## src/rtl/assert_macros.svh

```systemverilog
// assertion macros used by the top-level rtl file
// no dependencies
`ifndef ASSERT_MACROS_SVH
`define ASSERT_MACROS_SVH

// same-cycle implication, disabled in reset
`define DCSA_ASSERT_NOW(label, clk, rst, ante, cons) \
   label: assert property (@(posedge clk) disable iff (rst) (ante) |-> (cons)) \
      else $error("assertion failed");

// next-cycle implication, disabled in reset
`define DCSA_ASSERT_NEXT(label, clk, rst, ante, cons) \
   label: assert property (@(posedge clk) disable iff (rst) (ante) |=> (cons)) \
      else $error("assertion failed");

`endif

```

## src/rtl/dcsa_pkg.sv

```systemverilog
// types, codes and helper functions of the sector addresser
// no dependencies
package dcsa_pkg;

   localparam int CSR_ADDR_W = 5;
   localparam int CSR_DATA_W = 32;

   typedef enum logic [1:0] {
      FUNC_LOAD    = 2'd0,
      FUNC_ADVANCE = 2'd1,
      FUNC_SEEK    = 2'd2,
      FUNC_RECAL   = 2'd3
   } func_type;

   typedef enum logic [1:0] {
      ERR_NONE     = 2'd0,
      ERR_ILLEGAL  = 2'd1,
      ERR_SEEKFAIL = 2'd2,
      ERR_NOTREADY = 2'd3
   } err_type;

   typedef enum logic [2:0] {
      REG_D0_CFG_HEADS = 3'd0,
      REG_D0_CFG_CYLS  = 3'd1,
      REG_D0_PHYS_HEADS = 3'd2,
      REG_D1_CFG_HEADS = 3'd3,
      REG_D1_CFG_CYLS  = 3'd4,
      REG_D1_PHYS_HEADS = 3'd5,
      REG_PRESENT      = 3'd6
   } reg_index_type;

   typedef struct packed {
      logic [1:0][4:0]  cfg_heads;
      logic [1:0][10:0] cfg_cyls;
      logic [1:0][4:0]  phys_heads;
      logic [1:0]       present;
   } cfg_type;

   typedef struct packed {
      logic load;
      logic calc;
      logic done;
   } cmd_type;

   // highest legal cylinder for a configured count
   function automatic logic [9:0] cyl_limit(input logic [10:0] cyls);
      logic [10:0] lim;
      lim = (cyls == 11'd0) ? 11'd0 : cyls - 11'd1;
      return (lim > 11'd1023) ? 10'd1023 : lim[9:0];
   endfunction

   function automatic logic [9:0] clamp_cyl(input logic [9:0] lim, input logic [10:0] c);
      return (c > {1'b0, lim}) ? lim : c[9:0];
   endfunction

endpackage

```

## src/rtl/dcsa_req_if.sv

```systemverilog
// command channel of the sector addresser
// no dependencies
interface dcsa_req_if;
   logic       valid;
   logic       ready;
   logic [1:0] func;
   logic       drive_select;
   logic [9:0] cylinder;
   logic [4:0] head_number;
   logic [5:0] sector_number;

   modport source (
      output valid, func, drive_select, cylinder, head_number, sector_number,
      input  ready
   );
   modport sink (
      input  valid, func, drive_select, cylinder, head_number, sector_number,
      output ready
   );
endinterface

```

## src/rtl/dcsa_rsp_if.sv

```systemverilog
// result channel of the sector addresser
// no dependencies
interface dcsa_rsp_if;
   logic        valid;
   logic        ready;
   logic        error_flag;
   logic [1:0]  error_code;
   logic [19:0] lba;
   logic [9:0]  current_cylinder;
   logic        drive_bit;

   modport source (
      output valid, error_flag, error_code, lba, current_cylinder, drive_bit,
      input  ready
   );
   modport sink (
      input  valid, error_flag, error_code, lba, current_cylinder, drive_bit,
      output ready
   );
endinterface

```

## src/rtl/disk_chs_sector_addresser.sv

```systemverilog
// Sector-position engine of a two-drive controller. Each command item (load
// position, advance one sector, seek, recalibrate) updates the held position at
// the edge it is accepted, then passes the calc state (address check and
// cylinder*heads+head) and the done state (multiply by sectors per track into
// the linear address in the result register), which waits while a held result
// is not yet taken. A new item is taken only in idle, after the last has left
// done; the result register lets the next item enter while a result waits.
// Geometry and drive presence come from the csr port (word registers at 4*i).
// top level; depends on dcsa_pkg, dcsa_req_if, dcsa_rsp_if, dcsa_csr,
// dcsa_ctrl, dcsa_datapath and assert_macros.svh
`include "assert_macros.svh"

module disk_chs_sector_addresser #(
   parameter int SECTORS_PER_TRACK = 17,
   parameter int DRIVE_COUNT       = 2
) (
   input  logic                             clock,
   input  logic                             reset,
   dcsa_req_if.sink                         req_if,
   dcsa_rsp_if.source                       rsp_if,
   input  logic                             csr_psel,
   input  logic                             csr_penable,
   input  logic                             csr_pwrite,
   input  logic [dcsa_pkg::CSR_ADDR_W-1:0]  csr_paddr,
   input  logic [dcsa_pkg::CSR_DATA_W-1:0]  csr_pwdata,
   output logic [dcsa_pkg::CSR_DATA_W-1:0]  csr_prdata,
   output logic                             csr_pready
);

   dcsa_pkg::cfg_type cfg;
   dcsa_pkg::cmd_type cmd;

   dcsa_csr u_csr (
      .clock   (clock),
      .reset   (reset),
      .psel    (csr_psel),
      .penable (csr_penable),
      .pwrite  (csr_pwrite),
      .paddr   (csr_paddr),
      .pwdata  (csr_pwdata),
      .prdata  (csr_prdata),
      .pready  (csr_pready),
      .cfg     (cfg)
   );

   dcsa_ctrl u_ctrl (
      .clock     (clock),
      .reset     (reset),
      .req_valid (req_if.valid),
      .req_ready (req_if.ready),
      .rsp_valid (rsp_if.valid),
      .rsp_ready (rsp_if.ready),
      .cmd       (cmd)
   );

   dcsa_datapath #(
      .SECTORS_PER_TRACK (SECTORS_PER_TRACK),
      .DRIVE_COUNT       (DRIVE_COUNT)
   ) u_datapath (
      .clock            (clock),
      .reset            (reset),
      .cmd              (cmd),
      .cfg              (cfg),
      .func             (req_if.func),
      .drive_select     (req_if.drive_select),
      .cylinder         (req_if.cylinder),
      .head_number      (req_if.head_number),
      .sector_number    (req_if.sector_number),
      .error_flag       (rsp_if.error_flag),
      .error_code       (rsp_if.error_code),
      .lba              (rsp_if.lba),
      .current_cylinder (rsp_if.current_cylinder),
      .drive_bit        (rsp_if.drive_bit)
   );

   `DCSA_ASSERT_NEXT(a_accept_then_calc, clock, reset, req_if.valid && req_if.ready, cmd.calc && !req_if.ready)
   `DCSA_ASSERT_NOW(a_flag_matches_code, clock, reset, rsp_if.valid, rsp_if.error_flag == (rsp_if.error_code != dcsa_pkg::ERR_NONE))
   `DCSA_ASSERT_NOW(a_error_zero_lba, clock, reset, rsp_if.valid && rsp_if.error_flag, rsp_if.lba == 20'd0)
   `DCSA_ASSERT_NEXT(a_done_sets_valid, clock, reset, cmd.done, rsp_if.valid)

endmodule

```

## src/rtl/dcsa_csr.sv

```systemverilog
// geometry and presence registers behind the apb-style port
// depends on dcsa_pkg
module dcsa_csr (
   input  logic                             clock,
   input  logic                             reset,
   input  logic                             psel,
   input  logic                             penable,
   input  logic                             pwrite,
   input  logic [dcsa_pkg::CSR_ADDR_W-1:0]  paddr,
   input  logic [dcsa_pkg::CSR_DATA_W-1:0]  pwdata,
   output logic [dcsa_pkg::CSR_DATA_W-1:0]  prdata,
   output logic                             pready,
   output dcsa_pkg::cfg_type                cfg
);

   dcsa_pkg::cfg_type       cfg_ff, cfg_in;
   dcsa_pkg::reg_index_type idx;
   logic                    wr_en;
   logic [10:0]             wval;

   assign idx    = dcsa_pkg::reg_index_type'(paddr[4:2]);
   assign wr_en  = psel & penable & pwrite;
   assign wval   = pwdata[10:0];
   assign pready = 1'b1;
   assign cfg    = cfg_ff;

   always_comb begin
      cfg_in = cfg_ff;
      if (wr_en) begin
         case (idx)
            dcsa_pkg::REG_D0_CFG_HEADS:  cfg_in.cfg_heads[0]  = wval[4:0];
            dcsa_pkg::REG_D0_CFG_CYLS:   cfg_in.cfg_cyls[0]   = wval;
            dcsa_pkg::REG_D0_PHYS_HEADS: cfg_in.phys_heads[0] = wval[4:0];
            dcsa_pkg::REG_D1_CFG_HEADS:  cfg_in.cfg_heads[1]  = wval[4:0];
            dcsa_pkg::REG_D1_CFG_CYLS:   cfg_in.cfg_cyls[1]   = wval;
            dcsa_pkg::REG_D1_PHYS_HEADS: cfg_in.phys_heads[1] = wval[4:0];
            dcsa_pkg::REG_PRESENT:       cfg_in.present       = wval[1:0];
            default: ;
         endcase
      end
   end

   always_comb begin
      case (idx)
         dcsa_pkg::REG_D0_CFG_HEADS:  prdata = 32'(cfg_ff.cfg_heads[0]);
         dcsa_pkg::REG_D0_CFG_CYLS:   prdata = 32'(cfg_ff.cfg_cyls[0]);
         dcsa_pkg::REG_D0_PHYS_HEADS: prdata = 32'(cfg_ff.phys_heads[0]);
         dcsa_pkg::REG_D1_CFG_HEADS:  prdata = 32'(cfg_ff.cfg_heads[1]);
         dcsa_pkg::REG_D1_CFG_CYLS:   prdata = 32'(cfg_ff.cfg_cyls[1]);
         dcsa_pkg::REG_D1_PHYS_HEADS: prdata = 32'(cfg_ff.phys_heads[1]);
         dcsa_pkg::REG_PRESENT:       prdata = 32'(cfg_ff.present);
         default:                     prdata = '0;
      endcase
   end

   always_ff @(posedge clock) begin
      if (reset) begin
         cfg_ff.cfg_heads  <= {5'd4, 5'd4};
         cfg_ff.cfg_cyls   <= {11'd615, 11'd615};
         cfg_ff.phys_heads <= {5'd4, 5'd4};
         cfg_ff.present    <= 2'b00;
      end else begin
         cfg_ff <= cfg_in;
      end
   end

endmodule

```

## src/rtl/dcsa_ctrl.sv

```systemverilog
// sequencing state machine and result valid of the sector addresser
// depends on dcsa_pkg
module dcsa_ctrl (
   input  logic              clock,
   input  logic              reset,
   input  logic              req_valid,
   output logic              req_ready,
   output logic              rsp_valid,
   input  logic              rsp_ready,
   output dcsa_pkg::cmd_type cmd
);

   typedef enum logic [2:0] {
      ST_IDLE = 3'b001,
      ST_CALC = 3'b010,
      ST_DONE = 3'b100
   } state_type;

   state_type state_ff, state_in;
   logic      rsp_valid_ff, rsp_valid_in;

   assign req_ready = (state_ff == ST_IDLE);
   assign rsp_valid = rsp_valid_ff;
   assign cmd.load  = req_valid & req_ready;
   assign cmd.calc  = (state_ff == ST_CALC);
   assign cmd.done  = (state_ff == ST_DONE) & (~rsp_valid_ff | rsp_ready);

   always_comb begin
      state_in = state_ff;
      unique case (state_ff)
         ST_IDLE: begin
            if (cmd.load) state_in = ST_CALC;
         end
         ST_CALC: state_in = ST_DONE;
         ST_DONE: begin
            if (cmd.done) state_in = ST_IDLE;
         end
         default: state_in = ST_IDLE;
      endcase
   end

   always_comb begin
      priority if (cmd.done) begin
         rsp_valid_in = 1'b1;
      end else if (rsp_ready) begin
         rsp_valid_in = 1'b0;
      end else begin
         rsp_valid_in = rsp_valid_ff;
      end
   end

   always_ff @(posedge clock) begin
      if (reset) begin
         state_ff     <= ST_IDLE;
         rsp_valid_ff <= 1'b0;
      end else begin
         state_ff     <= state_in;
         rsp_valid_ff <= rsp_valid_in;
      end
   end

endmodule

```

## src/rtl/dcsa_datapath.sv

```systemverilog
// position state, address check and linear address arithmetic
// depends on dcsa_pkg
module dcsa_datapath #(
   parameter int SECTORS_PER_TRACK = 17,
   parameter int DRIVE_COUNT       = 2
) (
   input  logic              clock,
   input  logic              reset,
   input  dcsa_pkg::cmd_type cmd,
   input  dcsa_pkg::cfg_type cfg,
   input  logic [1:0]        func,
   input  logic              drive_select,
   input  logic [9:0]        cylinder,
   input  logic [4:0]        head_number,
   input  logic [5:0]        sector_number,
   output logic              error_flag,
   output logic [1:0]        error_code,
   output logic [19:0]       lba,
   output logic [9:0]        current_cylinder,
   output logic              drive_bit
);

   localparam logic [6:0] SPT = 7'(SECTORS_PER_TRACK);

   logic            sel_ff, sel_in;
   logic [9:0]      req_cyl_ff, req_cyl_in;
   logic [4:0]      req_head_ff, req_head_in;
   logic [5:0]      req_sector_ff, req_sector_in;
   logic [1:0][9:0] dcyl_ff, dcyl_in;
   logic [1:0]      pre_err_ff, pre_err_in;
   logic            addr_chk_ff, addr_chk_in;
   logic [1:0]      err_ff;
   logic [15:0]     prod_ff;

   logic [1:0]      err_in;
   logic [15:0]     prod_in;
   logic            eff_drive, d_in, present, illegal;
   logic [9:0]      lim_in, clamped_in;
   logic [6:0]      s_next;
   logic [5:0]      h_next;
   logic [22:0]     full_lba;

   logic            error_flag_ff;
   logic [1:0]      error_code_ff;
   logic [19:0]     lba_ff;
   logic [9:0]      cur_cyl_ff;
   logic            drive_bit_ff;

   assign eff_drive  = (32'(drive_select) >= DRIVE_COUNT) ? 1'(DRIVE_COUNT - 1) : drive_select;
   assign d_in       = (func == dcsa_pkg::FUNC_ADVANCE) ? sel_ff : eff_drive;
   assign present    = cfg.present[d_in];
   assign lim_in     = dcsa_pkg::cyl_limit(cfg.cfg_cyls[d_in]);
   assign clamped_in = dcsa_pkg::clamp_cyl(lim_in, {1'b0, cylinder});

   // position update at item acceptance
   always_comb begin
      sel_in        = sel_ff;
      req_cyl_in    = req_cyl_ff;
      req_head_in   = req_head_ff;
      req_sector_in = req_sector_ff;
      dcyl_in       = dcyl_ff;
      pre_err_in    = pre_err_ff;
      addr_chk_in   = addr_chk_ff;
      s_next        = {1'b0, req_sector_ff} + 7'd1;
      h_next        = {1'b0, req_head_ff} + 6'd1;
      if (cmd.load) begin
         sel_in      = d_in;
         pre_err_in  = dcsa_pkg::ERR_NONE;
         addr_chk_in = (func == dcsa_pkg::FUNC_LOAD) || (func == dcsa_pkg::FUNC_ADVANCE);
         unique case (dcsa_pkg::func_type'(func))
            dcsa_pkg::FUNC_LOAD: begin
               req_cyl_in    = cylinder;
               req_head_in   = head_number;
               req_sector_in = sector_number;
               dcyl_in[d_in] = clamped_in;
            end
            dcsa_pkg::FUNC_ADVANCE: begin
               if (s_next >= SPT) begin
                  s_next = '0;
                  if (h_next >= {1'b0, cfg.cfg_heads[d_in]}) begin
                     h_next        = '0;
                     req_cyl_in    = req_cyl_ff + 10'd1;
                     dcyl_in[d_in] = dcsa_pkg::clamp_cyl(lim_in,
                                        {1'b0, dcyl_ff[d_in]} + 11'd1);
                  end
                  req_head_in = h_next[4:0];
               end
               req_sector_in = s_next[5:0];
            end
            dcsa_pkg::FUNC_SEEK: begin
               if (!present) begin
                  pre_err_in = dcsa_pkg::ERR_NOTREADY;
               end else begin
                  dcyl_in[d_in] = clamped_in;
                  if (clamped_in != cylinder) pre_err_in = dcsa_pkg::ERR_SEEKFAIL;
               end
            end
            dcsa_pkg::FUNC_RECAL: begin
               if (!present) begin
                  pre_err_in = dcsa_pkg::ERR_NOTREADY;
               end else begin
                  req_cyl_in    = '0;
                  dcyl_in[d_in] = '0;
               end
            end
            default: ;
         endcase
      end
   end

   // address check and first product
   assign illegal = (dcyl_ff[sel_ff] != req_cyl_ff)
                 || (req_head_ff >= cfg.cfg_heads[sel_ff])
                 || (req_head_ff >= cfg.phys_heads[sel_ff])
                 || ({1'b0, req_sector_ff} >= SPT);
   assign err_in  = addr_chk_ff ? (illegal ? dcsa_pkg::ERR_ILLEGAL : dcsa_pkg::ERR_NONE)
                                : pre_err_ff;
   assign prod_in = 16'(req_cyl_ff) * 16'(cfg.cfg_heads[sel_ff]) + 16'(req_head_ff);

   // second product into the result register
   assign full_lba = 23'(prod_ff) * 23'(SPT) + 23'(req_sector_ff);

   always_ff @(posedge clock) begin
      if (reset) begin
         sel_ff        <= 1'b0;
         req_cyl_ff    <= '0;
         req_head_ff   <= '0;
         req_sector_ff <= '0;
         dcyl_ff       <= '0;
         pre_err_ff    <= dcsa_pkg::ERR_NONE;
         addr_chk_ff   <= 1'b0;
      end else begin
         sel_ff        <= sel_in;
         req_cyl_ff    <= req_cyl_in;
         req_head_ff   <= req_head_in;
         req_sector_ff <= req_sector_in;
         dcyl_ff       <= dcyl_in;
         pre_err_ff    <= pre_err_in;
         addr_chk_ff   <= addr_chk_in;
      end
   end

   always_ff @(posedge clock) begin
      if (cmd.calc) begin
         err_ff  <= err_in;
         prod_ff <= prod_in;
      end
      if (cmd.done) begin
         error_flag_ff <= (err_ff != dcsa_pkg::ERR_NONE);
         error_code_ff <= err_ff;
         lba_ff        <= (addr_chk_ff && err_ff == dcsa_pkg::ERR_NONE) ? full_lba[19:0] : '0;
         cur_cyl_ff    <= dcyl_ff[sel_ff];
         drive_bit_ff  <= sel_ff;
      end
   end

   assign error_flag       = error_flag_ff;
   assign error_code       = error_code_ff;
   assign lba              = lba_ff;
   assign current_cylinder = cur_cyl_ff;
   assign drive_bit        = drive_bit_ff;

endmodule
```

## src/flat_wrapper.sv

```systemverilog
// flat-port wrapper written by rule: the top's interface ports become plain ports
module disk_chs_sector_addresser_flat 
#(
   parameter int SECTORS_PER_TRACK = 17,
   parameter int DRIVE_COUNT       = 2
)
  (clock, reset, csr_psel, csr_penable, csr_pwrite, csr_paddr, csr_pwdata, csr_prdata, csr_pready, req_if_valid, req_if_func, req_if_drive_select, req_if_cylinder, req_if_head_number, req_if_sector_number, req_if_ready, rsp_if_valid, rsp_if_error_flag, rsp_if_error_code, rsp_if_lba, rsp_if_current_cylinder, rsp_if_drive_bit, rsp_if_ready);
  dcsa_req_if req_if_i ();
  dcsa_rsp_if rsp_if_i ();
  input  logic clock;
  input  logic reset;
  input  logic csr_psel;
  input  logic csr_penable;
  input  logic csr_pwrite;
  input  logic [dcsa_pkg::CSR_ADDR_W-1:0] csr_paddr;
  input  logic [dcsa_pkg::CSR_DATA_W-1:0] csr_pwdata;
  output logic [dcsa_pkg::CSR_DATA_W-1:0] csr_prdata;
  output logic csr_pready;
  input wire logic [$bits(req_if_i.valid)-1:0] req_if_valid;
  input wire logic [$bits(req_if_i.func)-1:0] req_if_func;
  input wire logic [$bits(req_if_i.drive_select)-1:0] req_if_drive_select;
  input wire logic [$bits(req_if_i.cylinder)-1:0] req_if_cylinder;
  input wire logic [$bits(req_if_i.head_number)-1:0] req_if_head_number;
  input wire logic [$bits(req_if_i.sector_number)-1:0] req_if_sector_number;
  output wire logic [$bits(req_if_i.ready)-1:0] req_if_ready;
  output wire logic [$bits(rsp_if_i.valid)-1:0] rsp_if_valid;
  output wire logic [$bits(rsp_if_i.error_flag)-1:0] rsp_if_error_flag;
  output wire logic [$bits(rsp_if_i.error_code)-1:0] rsp_if_error_code;
  output wire logic [$bits(rsp_if_i.lba)-1:0] rsp_if_lba;
  output wire logic [$bits(rsp_if_i.current_cylinder)-1:0] rsp_if_current_cylinder;
  output wire logic [$bits(rsp_if_i.drive_bit)-1:0] rsp_if_drive_bit;
  input wire logic [$bits(rsp_if_i.ready)-1:0] rsp_if_ready;
  assign req_if_i.valid = req_if_valid;
  assign req_if_i.func = req_if_func;
  assign req_if_i.drive_select = req_if_drive_select;
  assign req_if_i.cylinder = req_if_cylinder;
  assign req_if_i.head_number = req_if_head_number;
  assign req_if_i.sector_number = req_if_sector_number;
  assign req_if_ready = req_if_i.ready;
  assign rsp_if_valid = rsp_if_i.valid;
  assign rsp_if_error_flag = rsp_if_i.error_flag;
  assign rsp_if_error_code = rsp_if_i.error_code;
  assign rsp_if_lba = rsp_if_i.lba;
  assign rsp_if_current_cylinder = rsp_if_i.current_cylinder;
  assign rsp_if_drive_bit = rsp_if_i.drive_bit;
  assign rsp_if_i.ready = rsp_if_ready;
  disk_chs_sector_addresser #(.SECTORS_PER_TRACK(SECTORS_PER_TRACK), .DRIVE_COUNT(DRIVE_COUNT)) u_core (.clock(clock), .reset(reset), .req_if(req_if_i), .rsp_if(rsp_if_i), .csr_psel(csr_psel), .csr_penable(csr_penable), .csr_pwrite(csr_pwrite), .csr_paddr(csr_paddr), .csr_pwdata(csr_pwdata), .csr_prdata(csr_prdata), .csr_pready(csr_pready));
endmodule
```

## config.mk

```make
export PLATFORM = sky130hd
export DESIGN_NAME = disk_chs_sector_addresser_flat
export DESIGN_NICKNAME = d
export VERILOG_FILES = /design/src/rtl/dcsa_pkg.sv /design/src/rtl/dcsa_req_if.sv /design/src/rtl/dcsa_rsp_if.sv /design/src/rtl/disk_chs_sector_addresser.sv /design/src/rtl/dcsa_csr.sv /design/src/rtl/dcsa_ctrl.sv /design/src/rtl/dcsa_datapath.sv /design/src/flat_wrapper.sv
export VERILOG_INCLUDE_DIRS = /design/src /design/src/rtl
export SDC_FILE = /design/constraint.sdc
export NUM_CORES = 1
export LEC_CHECK = 0
export BUFFER_PORTS_ARGS = -buffer_cell sky130_fd_sc_hd__buf_2
export CELL_PAD_IN_SITES_DETAIL_PLACEMENT = 1
export CELL_PAD_IN_SITES_GLOBAL_PLACEMENT = 2
export CORE_MARGIN = 5
export CORE_UTILIZATION = 40
export CTS_CLUSTER_DIAMETER = 50
export CTS_CLUSTER_SIZE = 10
export DETAILED_ROUTE_END_ITERATION = 7
export GPL_ROUTABILITY_DRIVEN = 0
export PLACE_DENSITY_LB_ADDON = 0.25
export SYNTH_ARGS = -nofsm -noshare
export SYNTH_HDL_FRONTEND = slang
export SYNTH_HIERARCHICAL = 1
export SYNTH_SLANG_ARGS = --single-unit
```

## constraint.sdc

```tcl
create_clock -name clock -period 10.2 [get_ports clock]
set_input_delay 1.02 -clock clock [delete_from_list [all_inputs] [get_ports clock]]
set_output_delay 1.02 -clock clock [all_outputs]
set_load 0.02 [all_outputs]
```

==> results.md <==
* Warning count from the yosys run at 6
* Die Area at 0.0331 mm²
* Share of flip-flops with an asynchronous set or reset after synthesis at 0
* Detailed-route wire length per cell at 19.4 µm
* Logic depth of the worst register-to-register path at 20
* Data arrival at the endpoint of the critical path at 6.48 ns
* Unique cell type count in the Yosys netlist at 85
* RSZ-0062 raised after global routing: false
* Leading cell type in the layout, fill and taps excluded: sky130_fd_sc_hd__nor2_1
* Power per standard cell area at 117 mW/mm²
* Transition time at the pin with the least slew margin at 1.15 ns
* Die height at 182 µm
* Reg-to-reg startpoint: u_core/u_datapath/sel_ff$_SDFFE_PP0P_
* Worst endpoint required time at 10.50 ns
* Startpoint-to-endpoint class of the critical path: in2reg
* Worst slack at placement at 3.62 ns
* Clock insertion delay at the later pin of the skew report at 0.42 ns
* Die span in x at 182 µm
* CTS Root Buffer Type: sky130_fd_sc_hd__clkbuf_16
* Initial core utilization at 0.402
* Setup TNS Final at 0 ns
* Worst R2R End: u_core/u_datapath/prod_ff[14]$_DFFE_PP_
* Via count of the first global-routing pass at 10,000
* Critical path's slowest cell: sky130_fd_sc_hd__a221o_1
* Number of clock sinks at 145
* Maximum resistive drop on vdd at 0.111 mV
* Ordered cell list for the critical path: buf_2, and3b_4, a21o_1, buf_4, nand2_1, and2_1, inv_1, ha_1, nand3_1, or2_2, mux2i_1, nand3_1, xor2_1, mux2i_1, ha_1, and3_1, and3_1, a32o_1, a221o_1, mux2_2, nor4b_2, a211o_1
* Area overhead of the layout relative to synthesis at 10.4%
* Min Tclk post-route at 6.18 ns
* Worst hold slack across all endpoints at 0.476 ns
* Storage element area at 0.00342 mm²
* Post-Synthesis Mean Instance Area at 9.26 µm²
* Worst hold path type: reg2reg
* Element type at the critical path start: input port
* Final setup margin at 4.02 ns
* Worst slew margin relative to its limit at 0.212
* Grt ovf at 0
* Fmax at 162 MHz
* Final core area utilization at 0.444
* Count of pins over their slew limit at 0
* Leakage power figure at 0.00575 µW
* Clock transition at the register clock pins on the worst setup and hold paths after CTS at 0.06 ns
* Top-level port count at 137
* Share of cells above drive strength 1 at 0.134
* CTS max path bufs at 2
* Overall Global Routing Usage at 0.204
* Slack of the worst reg-to-reg path at 4.49 ns
* Number of H-tree levels at 4
* Final setup violating endpoints at 0
* Count of mapped cells out of synthesis at 1,276
* Detailed-route wire length at 33,800 µm
* Area of the multi-input gates at 0.00777 mm²
* Standard-cell row count at 63
* Worst hold stages at 0
* Post-CTS Setup Inserts at 0
* Number of antenna violations at the first check in global routing at 0
* Largest net degree at the start of global routing at 70
* Run status: complete, no violations
* FILL cells at 3,426
* Via density at 5.46
* Number of violations reported at the end of detailed-routing iteration 0 at 474
* Number of hold violations in the final report at 0
* End point of the worst hold path: u_core/u_datapath/error_code[1]$_DFFE_PP_
* Remaining antenna violation count after routing at 0
* Post-synth EDFFs at 52
* Portion of the post-synthesis area used by sequential elements at 0.290
* Clock Skews at 0.0167 ns
* Netlist area before placement at 0.0118 mm²
* # diodes at 0
* Highest-count cells in the layout ignoring fill and taps: sky130_fd_sc_hd__nor2_1 (120), sky130_fd_sc_hd__ha_1 (118), sky130_fd_sc_hd__mux2i_1 (95), sky130_fd_sc_hd__dfxtp_1 (93), sky130_fd_sc_hd__buf_2 (91)
* Beginning of the worst hold path: u_core/u_datapath/err_ff[1]$_SDFFCE_PP0P_
* IO Port Bufs at 91
* Slowest stage delay, CP at 0.51 ns
* Placed wire-length estimate after detailed placement at 26,100 µm
* Ys flop type: sky130_fd_sc_hd__dfxtp_1
* Vias post-DR at 9,510
* Wire length of the first global-routing pass at 55,100 µm
* Area of the core at 0.0294 mm²
* Resized Gates After CTS at 0
* Nature of the critical path endpoint: flip-flop
* Count of maximum capacitance violations at 0
* DRC violation count after routing at 0
* Tcrit/Tclk final at 0.606
* Clock tree from TritonCTS: done
* Router iterations before antenna repair at 5
* Final net count at 1,557
* Post-cts hold buffer count at 0
* Flop and latch count out of synthesis at 145
* Number of CTS-inserted buffers at 17
* Maximum fanout along the worst path at 29
power by group:
group,total (µW),switching [µW],internal (µW)
Sequential,629,20.5,608
Clock,646,280,365
Combinational,255,157,98.0
Total,1530,458,1070
Yosys cell counts (22+ instances only):
cell type / count / area (µm²)
sky130_fd_sc_hd__mux2_2: 22 / 248
sky130_fd_sc_hd__xnor2_1: 38 / 333
sky130_fd_sc_hd__nand2b_1: 53 / 332
sky130_fd_sc_hd__inv_1: 67 / 251
sky130_fd_sc_hd__buf_4: 27 / 203
sky130_fd_sc_hd__a21oi_1: 49 / 245
sky130_fd_sc_hd__xor2_1: 33 / 289
sky130_fd_sc_hd__nor2b_1: 27 / 169
sky130_fd_sc_hd__nor2_1: 121 / 454
sky130_fd_sc_hd__o21ai_0: 40 / 200
sky130_fd_sc_hd__nand2_1: 89 / 334
sky130_fd_sc_hd__a21o_1: 24 / 180
sky130_fd_sc_hd__mux2i_1: 95 / 951
sky130_fd_sc_hd__ha_1: 118 / 1480
sky130_fd_sc_hd__fa_1: 32 / 641
sky130_fd_sc_hd__nand3_1: 37 / 185
sky130_fd_sc_hd__edfxtp_1: 52 / 1560
sky130_fd_sc_hd__dfxtp_1: 93 / 1860
sky130_fd_sc_hd__clkbuf_1: 31 / 116
cells by family (layout without fill, tap and decap cells):
kind of cell,count (synthesis),in the layout,share of synthesized area
flip-flops,145,145,0.290
AND/OR/NAND/NOR,405,405,0.172
other,2,22,0.000635
buffers and inverters,144,200,0.0595
adder cells (fa/ha/maj),151,151,0.180
XOR/XNOR,71,71,0.0526
AO/OA/AOI/OAI,239,239,0.141
multiplexers,119,119,0.104
through the flow:
stage | std cells | power [µW] | cell area, µm²
finish | 1742 | 1530 | 13000
global route | 1742 | 1600 | 13000
CTS | 1742 | 1540 | 13000
detailed placement | 1710 | 894 | 12500
global placement | 1710 | 889 | 12500
floorplan | 1296 | 825 | 11900
critical path, delay by kind of cell:
kind,cells,cell delay [ns]
and+or+nand+nor,9,1.66
muxes,3,1.05
AOI/OAI and AO/OA,4,1.14
xor gates and xnor gates,1,0.17
buffers and inverters,3,0.85
adders and majority gates,2,0.55
worst max-delay path by stage:
stage	to	slack [ns]	start	cells after the start
after floorplan	flip-flop	4.31	req_if_func[1]	25
after global placement	flip-flop	3.68	req_if_func[0]	22
after detailed placement	flip-flop	3.62	req_if_func[0]	22
after CTS	flip-flop	4.05	req_if_func[0]	22
after global routing	flip-flop	3.62	req_if_func[0]	22
final	flip-flop	4.02	req_if_func[0]	22
routing by layer:
metal,routed length (µm),part of all wire,GRT usage,vias up
met4,439,0.013,0.0429,0
met1,16400,0.49,0.287,4645
met3,1370,0.040,0.0258,25
met5,0,0,0,-
li1,-,-,-,4640
met2,15600,0.46,0.339,200
area by class of cell:
type | count | share of cell area
Clock buffer | 18 | 0.0329
Clock inverter | 14 | 0.0119
Inverter | 68 | 0.0196
Multi-Input combinational cell | 1007 | 0.596
Sequential cell | 145 | 0.262
Tap cell | 390 | 0.0374
Timing Repair Buffer | 100 | 0.0401
No activity file was read; power rests on OpenSTA's default activity.
